$ cat src/design/csds_pkg.sv
`timescale 1ns / 1ps
// ----------------------------------------------------------------------------
// csds_pkg
// Shared types and constants for the C-SCAN disk request scheduler.
// ----------------------------------------------------------------------------
package csds_pkg;

	localparam int CYL_BITS        = 10;
	localparam int ID_BITS         = 8;
	localparam int RAW_BITS        = 16;
	localparam int ARR_BITS        = 16;
	localparam int KIND_BITS       = 2;
	localparam int TABLE_DEPTH_DEF = 16;
	localparam int QUEUE_DEPTH     = 4;
	localparam int APB_ADDR_BITS   = 3;
	localparam int APB_DATA_BITS   = 32;

	localparam logic [CYL_BITS-1:0] MAX_CYL_RESET = CYL_BITS'(199);

	// register index, taken from paddr above the byte lanes
	localparam logic REG_MAX_CYL = 1'b0;

	typedef enum logic [KIND_BITS-1:0] {
		KIND_GRANT   = 2'd0,
		KIND_BAD_CYL = 2'd1,
		KIND_FULL    = 2'd2
	} kind_t;

	typedef enum logic [1:0] {
		QK_REQ,
		QK_BAD,
		QK_CMPL
	} q_kind_t;

	typedef struct packed {
		q_kind_t               kind;
		logic [ID_BITS-1:0]    who;
		logic [CYL_BITS-1:0]   cyl;
	} q_item_t;

	typedef struct packed {
		logic                  sweep;
		logic [ARR_BITS-1:0]   arrival;
		logic [ID_BITS-1:0]    who;
		logic [CYL_BITS-1:0]   cyl;
	} entry_t;

	typedef enum logic [2:0] {
		ST_IDLE,
		ST_FREE,
		ST_SCAN,
		ST_DRAIN,
		ST_DECIDE
	} state_t;

endpackage

$ cat src/design/csds_ram.sv
`timescale 1ns / 1ps
// ----------------------------------------------------------------------------
// csds_ram
// Generic single write port RAM with one registered read port.
// ----------------------------------------------------------------------------
module csds_ram #(
	parameter int WIDTH = 8,
	parameter int DEPTH = 16
) (
	input  logic                     clk,
	input  logic                     we,
	input  logic [$clog2(DEPTH)-1:0] waddr,
	input  logic [WIDTH-1:0]         wdata,
	input  logic [$clog2(DEPTH)-1:0] raddr,
	output logic [WIDTH-1:0]         rdata
);

	logic [WIDTH-1:0] mem_q [DEPTH];

	always_ff @(posedge clk) begin
		if (we) begin
			mem_q[waddr] <= wdata;
		end
		rdata <= mem_q[raddr];
	end

endmodule

$ cat src/design/csds_fifo.sv
`timescale 1ns / 1ps
// ----------------------------------------------------------------------------
// csds_fifo
// Short queue of classified items between the front and the back.
// ----------------------------------------------------------------------------
module csds_fifo (
	input  logic              clk,
	input  logic              arst_n,
	input  logic              push,
	input  csds_pkg::q_item_t push_item,
	output logic              full,
	input  logic              pop,
	output logic              avail,
	output csds_pkg::q_item_t pop_item
);
	import csds_pkg::*;

	localparam int PTR_W = $clog2(QUEUE_DEPTH);
	localparam int CNT_W = $clog2(QUEUE_DEPTH + 1);

	q_item_t            slot_q [QUEUE_DEPTH];
	logic [PTR_W-1:0]   wr_ptr_q;
	logic [PTR_W-1:0]   rd_ptr_q;
	logic [CNT_W-1:0]   count_q;

	assign full     = (count_q == CNT_W'(QUEUE_DEPTH));
	assign avail    = (count_q != '0);
	assign pop_item = slot_q[rd_ptr_q];

	always_ff @(posedge clk or negedge arst_n) begin
		if (!arst_n) begin
			wr_ptr_q <= '0;
			rd_ptr_q <= '0;
			count_q  <= '0;
		end else begin
			if (push) begin
				wr_ptr_q <= (wr_ptr_q == PTR_W'(QUEUE_DEPTH - 1)) ? '0 : wr_ptr_q + 1'b1;
			end
			if (pop) begin
				rd_ptr_q <= (rd_ptr_q == PTR_W'(QUEUE_DEPTH - 1)) ? '0 : rd_ptr_q + 1'b1;
			end
			count_q <= count_q + CNT_W'(push) - CNT_W'(pop);
		end
	end

	always_ff @(posedge clk) begin
		if (push) begin
			slot_q[wr_ptr_q] <= push_item;
		end
	end

endmodule

$ cat src/design/csds_front.sv
`timescale 1ns / 1ps
// ----------------------------------------------------------------------------
// csds_front
// Input side: holds the configuration register, checks the cylinder range
// and sorts each accepted item into request, bad request or completion.
// ----------------------------------------------------------------------------
module csds_front (
	input  logic                                  clk,
	input  logic                                  arst_n,
	input  logic                                  psel,
	input  logic                                  penable,
	input  logic                                  pwrite,
	input  logic [csds_pkg::APB_ADDR_BITS-1:0]    paddr,
	input  logic [csds_pkg::APB_DATA_BITS-1:0]    pwdata,
	output logic [csds_pkg::APB_DATA_BITS-1:0]    prdata,
	output logic                                  pready,
	input  logic                                  req_valid,
	output logic                                  req_stall,
	input  logic                                  op,
	input  logic [csds_pkg::ID_BITS-1:0]          requester_id,
	input  logic signed [csds_pkg::RAW_BITS-1:0]  cylinder,
	output logic                                  push,
	output csds_pkg::q_item_t                     push_item,
	input  logic                                  q_full
);
	import csds_pkg::*;

	logic [CYL_BITS-1:0] max_cyl_q;
	logic                reg_hit;
	logic                bad_cyl;

	assign pready  = 1'b1;
	assign reg_hit = (paddr[APB_ADDR_BITS-1] == REG_MAX_CYL);
	assign prdata  = reg_hit ? APB_DATA_BITS'(max_cyl_q) : '0;

	always_ff @(posedge clk or negedge arst_n) begin
		if (!arst_n) begin
			max_cyl_q <= MAX_CYL_RESET;
		end else if (psel && penable && pwrite && pready && reg_hit) begin
			max_cyl_q <= pwdata[CYL_BITS-1:0];
		end
	end

	// negative, or above the configured top cylinder
	assign bad_cyl = cylinder[RAW_BITS-1] ||
		(RAW_BITS'(unsigned'(cylinder)) > RAW_BITS'(max_cyl_q));

	assign req_stall = q_full;
	assign push      = req_valid && !q_full;

	always_comb begin
		push_item.who = requester_id;
		push_item.cyl = cylinder[CYL_BITS-1:0];
		if (op) begin
			push_item.kind = QK_CMPL;
		end else if (bad_cyl) begin
			push_item.kind = QK_BAD;
		end else begin
			push_item.kind = QK_REQ;
		end
	end

endmodule

$ cat src/design/csds_back.sv
`timescale 1ns / 1ps
// ----------------------------------------------------------------------------
// csds_back
// Scheduler core: pending table, free slot search, C-SCAN pick over the
// table one entry a cycle, and the result register.
// ----------------------------------------------------------------------------
module csds_back #(
	parameter int TABLE_DEPTH = csds_pkg::TABLE_DEPTH_DEF
) (
	input  logic                            clk,
	input  logic                            arst_n,
	input  logic                            q_avail,
	input  csds_pkg::q_item_t               q_item,
	output logic                            pop,
	output logic                            res_valid,
	input  logic                            res_stall,
	output logic [csds_pkg::KIND_BITS-1:0]  kind,
	output logic [csds_pkg::ID_BITS-1:0]    requester_id_res,
	output logic [csds_pkg::CYL_BITS-1:0]   cylinder_res
);
	import csds_pkg::*;

	localparam int IDX_W   = $clog2(TABLE_DEPTH);
	localparam int ENTRY_W = $bits(entry_t);
	localparam logic [IDX_W-1:0] IDX_LAST = IDX_W'(TABLE_DEPTH - 1);

	state_t               state_q, state_d;
	logic                 busy_q;
	logic [CYL_BITS-1:0]  head_q;
	logic                 cur_sweep_q;
	logic [ARR_BITS-1:0]  arr_q;
	logic [TABLE_DEPTH-1:0] valid_q;
	q_item_t              item_q;
	logic [IDX_W-1:0]     idx_q;
	logic                 pass_q;
	logic                 scan_v_s1;
	logic [IDX_W-1:0]     idx_s1;
	logic                 found_q;
	logic [IDX_W-1:0]     best_idx_q;
	logic [CYL_BITS-1:0]  best_cyl_q;
	logic [ID_BITS-1:0]   best_who_q;
	logic [ARR_BITS-1:0]  best_age_q;

	logic                 res_valid_q;
	kind_t                kind_q;
	logic [ID_BITS-1:0]   who_q;
	logic [CYL_BITS-1:0]  cyl_q;

	logic                 out_free;
	logic                 ram_we;
	entry_t               wr_entry;
	logic [ENTRY_W-1:0]   ram_rdata;
	entry_t               rd_entry;
	logic                 target_sweep;
	logic [ARR_BITS-1:0]  rd_age;
	logic                 better;

	logic                 emit;
	kind_t                emit_kind;
	logic [ID_BITS-1:0]   emit_who;
	logic [CYL_BITS-1:0]  emit_cyl;

	assign out_free = !res_valid_q || !res_stall;

	// ---- pending table payload
	assign wr_entry.sweep   = (item_q.cyl > head_q) ? cur_sweep_q : ~cur_sweep_q;
	assign wr_entry.arrival = arr_q;
	assign wr_entry.who     = item_q.who;
	assign wr_entry.cyl     = item_q.cyl;

	csds_ram #(
		.WIDTH (ENTRY_W),
		.DEPTH (TABLE_DEPTH)
	) u_table (
		.clk   (clk),
		.we    (ram_we),
		.waddr (idx_q),
		.wdata (wr_entry),
		.raddr (idx_q),
		.rdata (ram_rdata)
	);

	assign rd_entry = entry_t'(ram_rdata);

	// ---- scan compare, one entry a cycle
	assign target_sweep = cur_sweep_q ^ pass_q;
	assign rd_age       = arr_q - rd_entry.arrival;
	assign better = scan_v_s1 && valid_q[idx_s1] && (rd_entry.sweep == target_sweep) &&
		(!found_q || (rd_entry.cyl < best_cyl_q) ||
		 ((rd_entry.cyl == best_cyl_q) && (rd_age > best_age_q)));

	// ---- next state
	always_comb begin
		state_d = state_q;
		unique case (state_q)
			ST_IDLE: begin
				if (q_avail && out_free) begin
					unique case (q_item.kind)
						QK_REQ:  state_d = busy_q ? ST_FREE : ST_IDLE;
						QK_CMPL: state_d = busy_q ? ST_SCAN : ST_IDLE;
						QK_BAD:  state_d = ST_IDLE;
						default: state_d = ST_IDLE;
					endcase
				end
			end
			ST_FREE: begin
				if (!valid_q[idx_q] || (idx_q == IDX_LAST)) begin
					state_d = ST_IDLE;
				end
			end
			ST_SCAN: begin
				if (idx_q == IDX_LAST) begin
					state_d = ST_DRAIN;
				end
			end
			ST_DRAIN: state_d = ST_DECIDE;
			ST_DECIDE: begin
				if (!found_q && !pass_q) begin
					state_d = ST_SCAN;
				end else begin
					state_d = ST_IDLE;
				end
			end
			default: state_d = ST_IDLE;
		endcase
	end

	// ---- outputs of the sequencer
	always_comb begin
		pop       = 1'b0;
		ram_we    = 1'b0;
		emit      = 1'b0;
		emit_kind = KIND_GRANT;
		emit_who  = item_q.who;
		emit_cyl  = '0;
		unique case (state_q)
			ST_IDLE: begin
				pop      = q_avail && out_free;
				emit_who = q_item.who;
				if (pop && (q_item.kind == QK_BAD)) begin
					emit      = 1'b1;
					emit_kind = KIND_BAD_CYL;
				end else if (pop && (q_item.kind == QK_REQ) && !busy_q) begin
					emit      = 1'b1;
					emit_kind = KIND_GRANT;
					emit_cyl  = q_item.cyl;
				end
			end
			ST_FREE: begin
				ram_we = !valid_q[idx_q];
				if (valid_q[idx_q] && (idx_q == IDX_LAST)) begin
					emit      = 1'b1;
					emit_kind = KIND_FULL;
				end
			end
			ST_DECIDE: begin
				if (found_q) begin
					emit      = 1'b1;
					emit_kind = KIND_GRANT;
					emit_who  = best_who_q;
					emit_cyl  = best_cyl_q;
				end
			end
			ST_SCAN, ST_DRAIN: begin
			end
			default: begin
			end
		endcase
	end

	// ---- control registers
	always_ff @(posedge clk or negedge arst_n) begin
		if (!arst_n) begin
			state_q     <= ST_IDLE;
			busy_q      <= 1'b0;
			head_q      <= '0;
			cur_sweep_q <= 1'b0;
			arr_q       <= '0;
			valid_q     <= '0;
			idx_q       <= '0;
			pass_q      <= 1'b0;
			scan_v_s1   <= 1'b0;
			found_q     <= 1'b0;
			res_valid_q <= 1'b0;
		end else begin
			state_q   <= state_d;
			scan_v_s1 <= (state_q == ST_SCAN);

			if (emit) begin
				res_valid_q <= 1'b1;
			end else if (!res_stall) begin
				res_valid_q <= 1'b0;
			end

			if (better) begin
				found_q <= 1'b1;
			end

			unique case (state_q)
				ST_IDLE: begin
					idx_q   <= '0;
					pass_q  <= 1'b0;
					found_q <= 1'b0;
					if (pop && (q_item.kind == QK_REQ) && !busy_q) begin
						busy_q <= 1'b1;
						head_q <= q_item.cyl;
					end
				end
				ST_FREE: begin
					if (!valid_q[idx_q]) begin
						valid_q[idx_q] <= 1'b1;
						arr_q          <= arr_q + 1'b1;
					end else if (idx_q != IDX_LAST) begin
						idx_q <= idx_q + 1'b1;
					end
				end
				ST_SCAN: begin
					if (idx_q != IDX_LAST) begin
						idx_q <= idx_q + 1'b1;
					end
				end
				ST_DRAIN: begin
				end
				ST_DECIDE: begin
					idx_q <= '0;
					if (found_q) begin
						valid_q[best_idx_q] <= 1'b0;
						head_q              <= best_cyl_q;
						if (pass_q) begin
							cur_sweep_q <= ~cur_sweep_q;
						end
					end else if (!pass_q) begin
						// current sweep empty: try the other one
						pass_q <= 1'b1;
					end else begin
						busy_q <= 1'b0;
					end
				end
				default: begin
				end
			endcase
		end
	end

	// ---- payload registers
	always_ff @(posedge clk) begin
		if (pop) begin
			item_q <= q_item;
		end
		idx_s1 <= idx_q;
		if (better) begin
			best_idx_q <= idx_s1;
			best_cyl_q <= rd_entry.cyl;
			best_who_q <= rd_entry.who;
			best_age_q <= rd_age;
		end
		if (emit) begin
			kind_q <= emit_kind;
			who_q  <= emit_who;
			cyl_q  <= emit_cyl;
		end
	end

	assign res_valid        = res_valid_q;
	assign kind             = kind_q;
	assign requester_id_res = who_q;
	assign cylinder_res     = cyl_q;

endmodule

$ cat src/design/cscan_disk_request_scheduler_unit.sv
`timescale 1ns / 1ps
// ----------------------------------------------------------------------------
// cscan_disk_request_scheduler_unit
// C-SCAN disk cylinder scheduler: front classifier, item queue and back core.
// ----------------------------------------------------------------------------
// Order of events: an immediate grant or reject is registered straight from the popped item;
// a table-full reject follows a free slot search that finds no free entry; a completion
// grant follows the table scan, one entry a cycle, and a second scan pass when the sweeps swap.
// The core takes one item at a time: a queued request holds it through the free slot search
// and a swapping completion through both scan passes; a four-entry queue takes new items
// meanwhile. Reset clears valid bits, queue and head state at once.
module cscan_disk_request_scheduler_unit #(
	parameter int TABLE_DEPTH = csds_pkg::TABLE_DEPTH_DEF
) (
	input  logic                                  clk,
	input  logic                                  arst_n,
	input  logic                                  psel,
	input  logic                                  penable,
	input  logic                                  pwrite,
	input  logic [csds_pkg::APB_ADDR_BITS-1:0]    paddr,
	input  logic [csds_pkg::APB_DATA_BITS-1:0]    pwdata,
	output logic [csds_pkg::APB_DATA_BITS-1:0]    prdata,
	output logic                                  pready,
	input  logic                                  req_valid,
	output logic                                  req_stall,
	input  logic                                  op,
	input  logic [csds_pkg::ID_BITS-1:0]          requester_id,
	input  logic signed [csds_pkg::RAW_BITS-1:0]  cylinder,
	output logic                                  res_valid,
	input  logic                                  res_stall,
	output logic [csds_pkg::KIND_BITS-1:0]        kind,
	output logic [csds_pkg::ID_BITS-1:0]          requester_id_res,
	output logic [csds_pkg::CYL_BITS-1:0]         cylinder_res
);
	import csds_pkg::*;

	logic    push;
	q_item_t push_item;
	logic    q_full;
	logic    q_pop;
	logic    q_avail;
	q_item_t q_item;

	csds_front u_front (
		.clk          (clk),
		.arst_n       (arst_n),
		.psel         (psel),
		.penable      (penable),
		.pwrite       (pwrite),
		.paddr        (paddr),
		.pwdata       (pwdata),
		.prdata       (prdata),
		.pready       (pready),
		.req_valid    (req_valid),
		.req_stall    (req_stall),
		.op           (op),
		.requester_id (requester_id),
		.cylinder     (cylinder),
		.push         (push),
		.push_item    (push_item),
		.q_full       (q_full)
	);

	csds_fifo u_queue (
		.clk       (clk),
		.arst_n    (arst_n),
		.push      (push),
		.push_item (push_item),
		.full      (q_full),
		.pop       (q_pop),
		.avail     (q_avail),
		.pop_item  (q_item)
	);

	csds_back #(
		.TABLE_DEPTH (TABLE_DEPTH)
	) u_back (
		.clk              (clk),
		.arst_n           (arst_n),
		.q_avail          (q_avail),
		.q_item           (q_item),
		.pop              (q_pop),
		.res_valid        (res_valid),
		.res_stall        (res_stall),
		.kind             (kind),
		.requester_id_res (requester_id_res),
		.cylinder_res     (cylinder_res)
	);

endmodule

$ cat config.mk
export PLATFORM = sky130hd
export DESIGN_NAME = cscan_disk_request_scheduler_unit
export DESIGN_NICKNAME = d
export VERILOG_FILES = /design/src/design/csds_pkg.sv /design/src/design/csds_ram.sv /design/src/design/csds_fifo.sv /design/src/design/csds_front.sv /design/src/design/csds_back.sv /design/src/design/cscan_disk_request_scheduler_unit.sv
export SDC_FILE = /design/constraint.sdc
export NUM_CORES = 1
export LEC_CHECK = 0
export BUFFER_PORTS_ARGS = -buffer_cell sky130_fd_sc_hd__buf_4
export CAP_MARGIN = 0
export CORE_MARGIN = 10
export CORE_UTILIZATION = 66
export DETAILED_ROUTE_END_ITERATION = 10
export PLACE_DENSITY_LB_ADDON = 0.12
export SLEW_MARGIN = 30
export SYNTH_ARGS = -nofsm -noshare
export SYNTH_HDL_FRONTEND = slang
export SYNTH_SLANG_ARGS = --single-unit
$ cat constraint.sdc
create_clock -name clk -period 13.45 [get_ports clk]
set_input_delay 1.345 -clock clk [delete_from_list [all_inputs] [get_ports clk]]
set_output_delay 1.345 -clock clk [all_outputs]
set_load 0.02 [all_outputs]
## Yosys cells after proc, flatten, opt, wreduce, memory -nomap -nowiden

Memory sizes are Yosys's and may differ from the RTL's. A register that Yosys moved wholly into a read port is not among the register bits.
Cells that the tools add are included.

- Input port bits: 67
- Bits in writable memories: 640
- Latch bits: 0
- Memory bits (read-only): 0
- Memories kept: 2
- Register bits after elaboration: 152
- Word-level logic and storage cells: 180

- Bitwise gates (word level): 7
- Add/sub/neg operators: 7
- Magnitude comparators: 9
- Muxes and demuxes: 61
- Equal/unequal tests: 23
- Shift-type cells: 0
- Divide/modulo/power cells: 0
- Reductions and logical operators: 46
- Multiply operators: 0

Memory list:

| name | depth | width | read ports | clocked after memory_dff | wr ports | RTL line | source |
|---|---|---|---|---|---|---|---|
| u_back.u_table.mem_q | 16 | 35 | 1 | 1 | 1 | csds_ram.sv:18 | `logic [WIDTH-1:0] mem_q [DEPTH];` |
| u_queue.slot_q | 4 | 20 | 1 | 0 | 1 | csds_fifo.sv:21 | `q_item_t slot_q [QUEUE_DEPTH];` |

Operators by type and width:

| kind | number |
|---|---|
| two-way mux 10 bit | 6 |
| one-hot mux 10 bit (2 select lines) | 2 |
| two-way mux 16 bit | 2 |
| one-hot mux 16 bit (2 select lines) | 1 |
| two-way mux 1 bit | 26 |
| logical AND 1 bit | 18 |
| adder 16 x 1 -> 16 bit, second input constant | 1 |
| bitwise AND 16 bit | 1 |
| > comparator 16 x 10 -> 1 bit | 1 |
| > comparator 16 bit | 1 |
| != test 2 x 1 -> 1 bit, second input constant | 8 |
| NOT 16 bit | 1 |
| bitwise OR 16 bit | 1 |
| one-hot mux 8 bit (2 select lines) | 1 |
| subtractor 16 bit | 1 |
| < comparator 4 x 5 -> 1 bit, second input constant | 3 |
| one-hot mux 3 bit (5 select lines) | 1 |
| two-way mux 2 bit | 6 |
| one-hot mux 4 bit (3 select lines) | 1 |
| AND reduction 3 bit | 4 |
| == test 10 bit | 1 |
| > comparator 10 bit | 1 |
| < comparator 10 bit | 1 |
| two-way mux 3 bit | 3 |
| 33 further kinds | 61 |

## Logic depth before layout (Yosys ltp)

- Depth in word-level cells: 9
- Gate-level depth with buffers: 17

## By module

A second synthesis with hierarchy kept.

- Cells, all modules: 1797
- Area, all modules: 33560.9 um^2

Modules (own cells, without submodules):

| module | area each (um^2) | cells each | instances |
|---|---|---|---|
| csds_ram | 22053.7 | 914 | 1 |
| csds_back | 7169.4 | 626 | 1 |
| csds_fifo | 3301.9 | 140 | 1 |
| csds_front | 1036.0 | 117 | 1 |

## Least setup slack after synthesis

No wires, ideal clock.

- Path kind: register to register
- Start: register u_back.arr_q[0]
- End: register u_back.best_age_q[0], enable pin
- Data arrival time: 4.336 ns
- Data required time: 13.048 ns
- Path slack: 8.712 ns
- Path buffers: 0
- Period minus slack after synthesis: 4.738 ns
- Cell stages (with the launch flop): 18
- Setup time: 0.402 ns
- Cell sequence: dfrtp_1 -> inv_1 -> ha_1 -> inv_1 -> fa_1 -> a211oi_1 -> nor2_1 -> o311a_1 -> nor2_1 -> o21ai_0 -> xor2_1 -> ha_1 -> and3_1 -> nand4_1 -> nor3_1 -> or3_1 -> a31oi_1 -> o31a_1

- Cells in the longest elaborated chain, start to end: 5

RTL lines:

| element | RTL line | source |
|---|---|---|
| from (decl) | csds_back.sv:31 | `logic [ARR_BITS-1:0] arr_q;` |
| from (signal assigned) | csds_back.sv:212 | `arr_q <= arr_q + 1'b1;` |
| subtractor 16 bit | csds_back.sv:87 | `assign rd_age = arr_q - rd_entry.arrival;` |
| named net u_back.rd_age[14] | csds_back.sv:55 | `logic [ARR_BITS-1:0] rd_age;` |
| > comparator 16 bit | csds_back.sv:90 | `((rd_entry.cyl == best_cyl_q) && (rd_age > best_age_q)));` |
| logical AND 1 bit | csds_back.sv:90 |  |
| logical OR 1 bit | csds_back.sv:89 | `(!found_q \|\| (rd_entry.cyl < best_cyl_q) \|\|` |
| logical AND 1 bit | csds_back.sv:88 | `assign better = scan_v_s1 && valid_q[idx_s1] && (rd_entry.sweep == target_sweep) &&` |
| named net u_back.better | csds_back.sv:56 | `logic better;` |
| to (signal assigned) | csds_back.sv:255 | `best_age_q <= rd_age;` |
| to (decl) | csds_back.sv:42 | `logic [ARR_BITS-1:0] best_age_q;` |

The timed path passes the listed nets, and every way through them passes these cells.
A chain may end at the register's enable or synchronous reset.

## Final worst setup path

- Start: register u_back.idx_q[0]
- End: memory u_back.u_table.mem_q[4][30] in the netlist's numbering, enable pin

- Cells in the longest elaborated chain, start to end: 6

RTL lines:

| element | RTL line | source |
|---|---|---|
| from (decl) | csds_back.sv:34 | `logic [IDX_W-1:0] idx_q;` |
| from (signal assigned) | csds_back.sv:214 | `idx_q <= idx_q + 1'b1;` |
| from (signal assigned) | csds_back.sv:219 | `idx_q <= idx_q + 1'b1;` |
| binary-select mux 1 bit (select 4 bit) | csds_back.sv:150 | `ram_we = !valid_q[idx_q];` |
| two-way mux 1 bit (implied by the code) | csds_back.sv:150 |  |
| logical NOT 1 bit | csds_back.sv:150 |  |
| two-way mux 1 bit | csds_back.sv:136 | `unique case (state_q)` |
| two-way mux 1 bit | csds_ram.sv:21 | `if (we) begin` |
| two-way mux 1 bit (implied by the code) | csds_ram.sv:22 | `mem_q[waddr] <= wdata;` |
| to (decl) | csds_ram.sv:18 |  |

Parallel ways exist; a longest one is shown, timed or not. The select of a mux whose other input is x is not followed.

==> flow_summary_export.csv <==
group,metric,value,unit
run_status,status,"complete, no violations",
drt,drt-total-wl,71.9,mm
clock_tree,root_buffer,"clkbuf_16",
critical_path,crit_arrival,5.76,ns
finish,final_cells,2559,
place,numPortBuffers,74,
pwr,comb_power_share,21.3,%
place,post_dp_cell_area,34400,um2
floorplanning,die_y,244,um
critical_path,critical_path_required,13.71,ns
finish,fin_nets,1970,
critical_path,path_class,"flop to flop",
timing,fmax,182,MHz
timing,tightestPinTransition,1.00,ns
timing,fin_skew,0.0135,ns
pwr,powerDensity,204,nW/um2
grt,grt_pass1_vias,17272,
synth,ys_seq_area_share,73.0,%
critical_path,r2r_cells,8,
finish,design_area,37100,um2
critical_path,r2r-start,"u_back.idx_q[0]",
grt,grt_pass1_wl,109,mm
drt,avgViaCountPerCell,6.49,
synth,synth_warnings,0,
synth,synth_ff_type,"edfxtp_1",
synth,ys_seq_elements,827,
synth,yosys.area.top_type_share,65.1,%
pwr,design_power_total,7.57,mW
pwr,netSwitchingFraction,28.6,%
pwr,p_clk_share,30.1,%
clock_tree,cts_tree,"built",
clock_tree,post_cts_buffers,0,
grt,antenna_found_initial,0,
drt,drc_errors,0,
finish,nFillCells,2688,
timing,period_minus_slack,5.50,ns
finish,seq_area,24100,um2
pwr,power.leakage,12.8,nW
finish,area_growth,12.4,%
finish,n_antenna_cell,0,
clock_tree,clock_path_buffers,3,
timing,setup_violations,0,
clock_tree,cts.sinks,827,
synth,synth-compound-area-share,3.11,%
timing,hold_viol,0,
min_path,hp-class,"flop to flop",
synth,synth_edf_count,716,
clock_tree,numCtsBuffers,81,
place,gp_congestion,0.834,
drt,wl_per_cell,28.1,um
critical_path,cp_max_fo,41,
timing,rsz0062_at_grt,"no",
finish,drive_above_1_share,25.2,%
timing,slew_violations,0,
critical_path,r2r_slack,7.95,ns
floorplanning,initial_core_util,67.2,%
grt,grt-ovfl-total,0,
synth,synth_area_per_cell,19.4,um2
synth,synth_most_common_cell,"edfxtp_1",
synth,synth_top_family_by_area,"multiplexers",
clock_tree,clk_latency,0.61,ns
synth,ys_top_cells_by_count,"edfxtp_1 (716), mux4_2 (204), inv_1 (82)",
place,dp.cells,2409,
synth,synth_area_leaders,"edfxtp_1 (65%), mux4_2 (14%), dfrtp_1 (5.1%)",
timing,setup-tns-final,0,ns
floorplanning,die_w,244,um
synth,netlist_instances,1706,
critical_path,crit_start,"u_back.idx_q[0]",
drt,drtIter0Drc,1974,
pwr,ir_drop,0.000121,V
drt,firstDrtPassIters,7,
clock_tree,clk_pin_slew,0.06,ns
synth,yosys.area_share.simple,3.54,%
floorplanning,die_area,59400,um2
drt,vias,16607,
floorplanning,coreArea,49200,um2
timing,layout_worst_path_cycle_share,40.9,%
synth,synthXorXnorAreaFrac,0.822,%
grt,grtUsageTotal,24.6,%
finish,multiInputGateArea,8390,um2
synth,synthDistinctLibCells,61,
clock_tree,cts_resized,0,
synth,synthAdderAreaFrac,2.89,%
pwr,seqPwrFrac,48.6,%
critical_path,cp-end-kind,"flop",
synth,synthMuxAreaShare,14.4,%
critical_path,cp-start-kind,"flop",
floorplanning,rows,81,
synth,netlist_area,33000,um2
drt,ant_nets,0,
grt,grt_max_degree,66,
pwr,power.internal,5.41,mW
clock_tree,htreeDepth,3,
critical_path,rr_endpoint,"u_back.u_table.mem_q[4][30]",
timing,setup_ws,7.95,ns
pwr,switching_power,2.17,mW
place,place_ws,7.81,ns
critical_path,crit_end,"u_back.u_table.mem_q[4][30]",
timing,slew_headroom,33.2,%
synth,yosys.area.top_type,"edfxtp_1",
floorplanning,boundaryPins,122,
place,dp_hpwl,40.6,mm
flow_run,cap_violations,0,
clock_tree,cts_hold_buf,0,
synth,postSynth.asyncResetShare,8.71,%
-- worst min path at each step --
stage                                  start                    to  slack (ns)  cells after the start
finish              u_back.u_table.rdata[10]  u_back.best_who_q[0]        0.40                      0
global route        u_back.u_table.rdata[10]  u_back.best_who_q[0]        0.41                      0
CTS                 u_back.u_table.rdata[10]  u_back.best_who_q[0]        0.40                      0
detailed placement  u_back.u_table.rdata[11]  u_back.best_who_q[1]        0.39                      0
global placement    u_back.u_table.rdata[10]  u_back.best_who_q[0]        0.39                      0
floorplan                    u_back.idx_q[2]      u_back.idx_s1[2]        0.35                      0
-- critical path, cell delays in order, from the launching register on --
cell and delay (ns):
dfrtp_4 0.78, buf_4 0.63, buf_4 0.79, mux4_2 0.61
mux4_2 0.56, nor2_4 0.27, nand2_1 0.25, nor2_4 0.70
buf_4 0.51
-- per-layer routing --
| metal | part of all wire [%] | GRT usage, % | up-vias |
|---|---|---|---|
| li1 | - | - | 7042 |
| met1 | 39 | 32.5 | 8750 |
| met2 | 52 | 41.2 | 676 |
| met3 | 6.6 | 4.58 | 139 |
| met4 | 2.7 | 7.82 | 0 |
| met5 | 0 | 0 | - |
-- power groups by stage --
stage	logic, mW	clock network (mW)	registers, mW
finish	1.61	2.28	3.68
global placement	1.54	0	3.70
global route	1.76	2.41	3.73
CTS	1.63	2.30	3.68
floorplan	1.22	0	3.55
detailed placement	1.61	0	3.73
-- final cells by class --
| cell class | count | area share, % |
|---|---|---|
| clock inverters | 39 | 1.10 |
| repair buffers | 104 | 2.15 |
| flip-flops and latches | 827 | 64.9 |
| well taps | 664 | 2.24 |
| multi-input cells | 731 | 22.6 |
| clock buffers | 111 | 6.15 |
| inverters | 83 | 0.839 |
-- logic make-up (layout without fill, tap and decap cells) --
logic type | after synthesis | in the layout
and+or+nand+nor | 230 | 230
xor gates and xnor gates | 31 | 31
DFF | 827 | 827
buffers and inverters | 169 | 337
AOI/OAI and AO/OA | 152 | 152
muxes | 220 | 220
adders and majority gates | 75 | 75
other | 2 | 23
-- registers in the layout, summed over array words and instances, names as in the netlist, 16 cells and up --
register,cells
u_back.best_age_q,16
u_back.u_table.mem_q,560
u_back.valid_q,16
u_queue.slot_q,80
u_back.item_q,18
u_back.u_table.rdata,35
u_back.arr_q,16
-- cells in the final DEF, fill, tap and decap left out, drive strengths merged, types with 12 or more instances in the layout --
cell type,count
buf,104
a21o,25
xnor2,22
nand2b,12
mux2,12
mux4,204
clkbuf,111
nand3,19
nand4,12
edfxtp,716
nor2,71
a211oi,14
conb,23
dfrtp,67
dfxtp,39
nor3,19
ha,73
o21ai,32
nand2,43
clkinv,27
inv,83
a21oi,31
-- through the flow --
step | hold WS (ns) | utilization (%)
finish | 0.399 | 75.5
global route | 0.413 | 75.5
CTS | 0.400 | 75.5
detailed placement | 0.393 | 70.0
global placement | 0.391 | 69.9
floorplan | 0.345 | -
(Power assumes the default switching activity.)
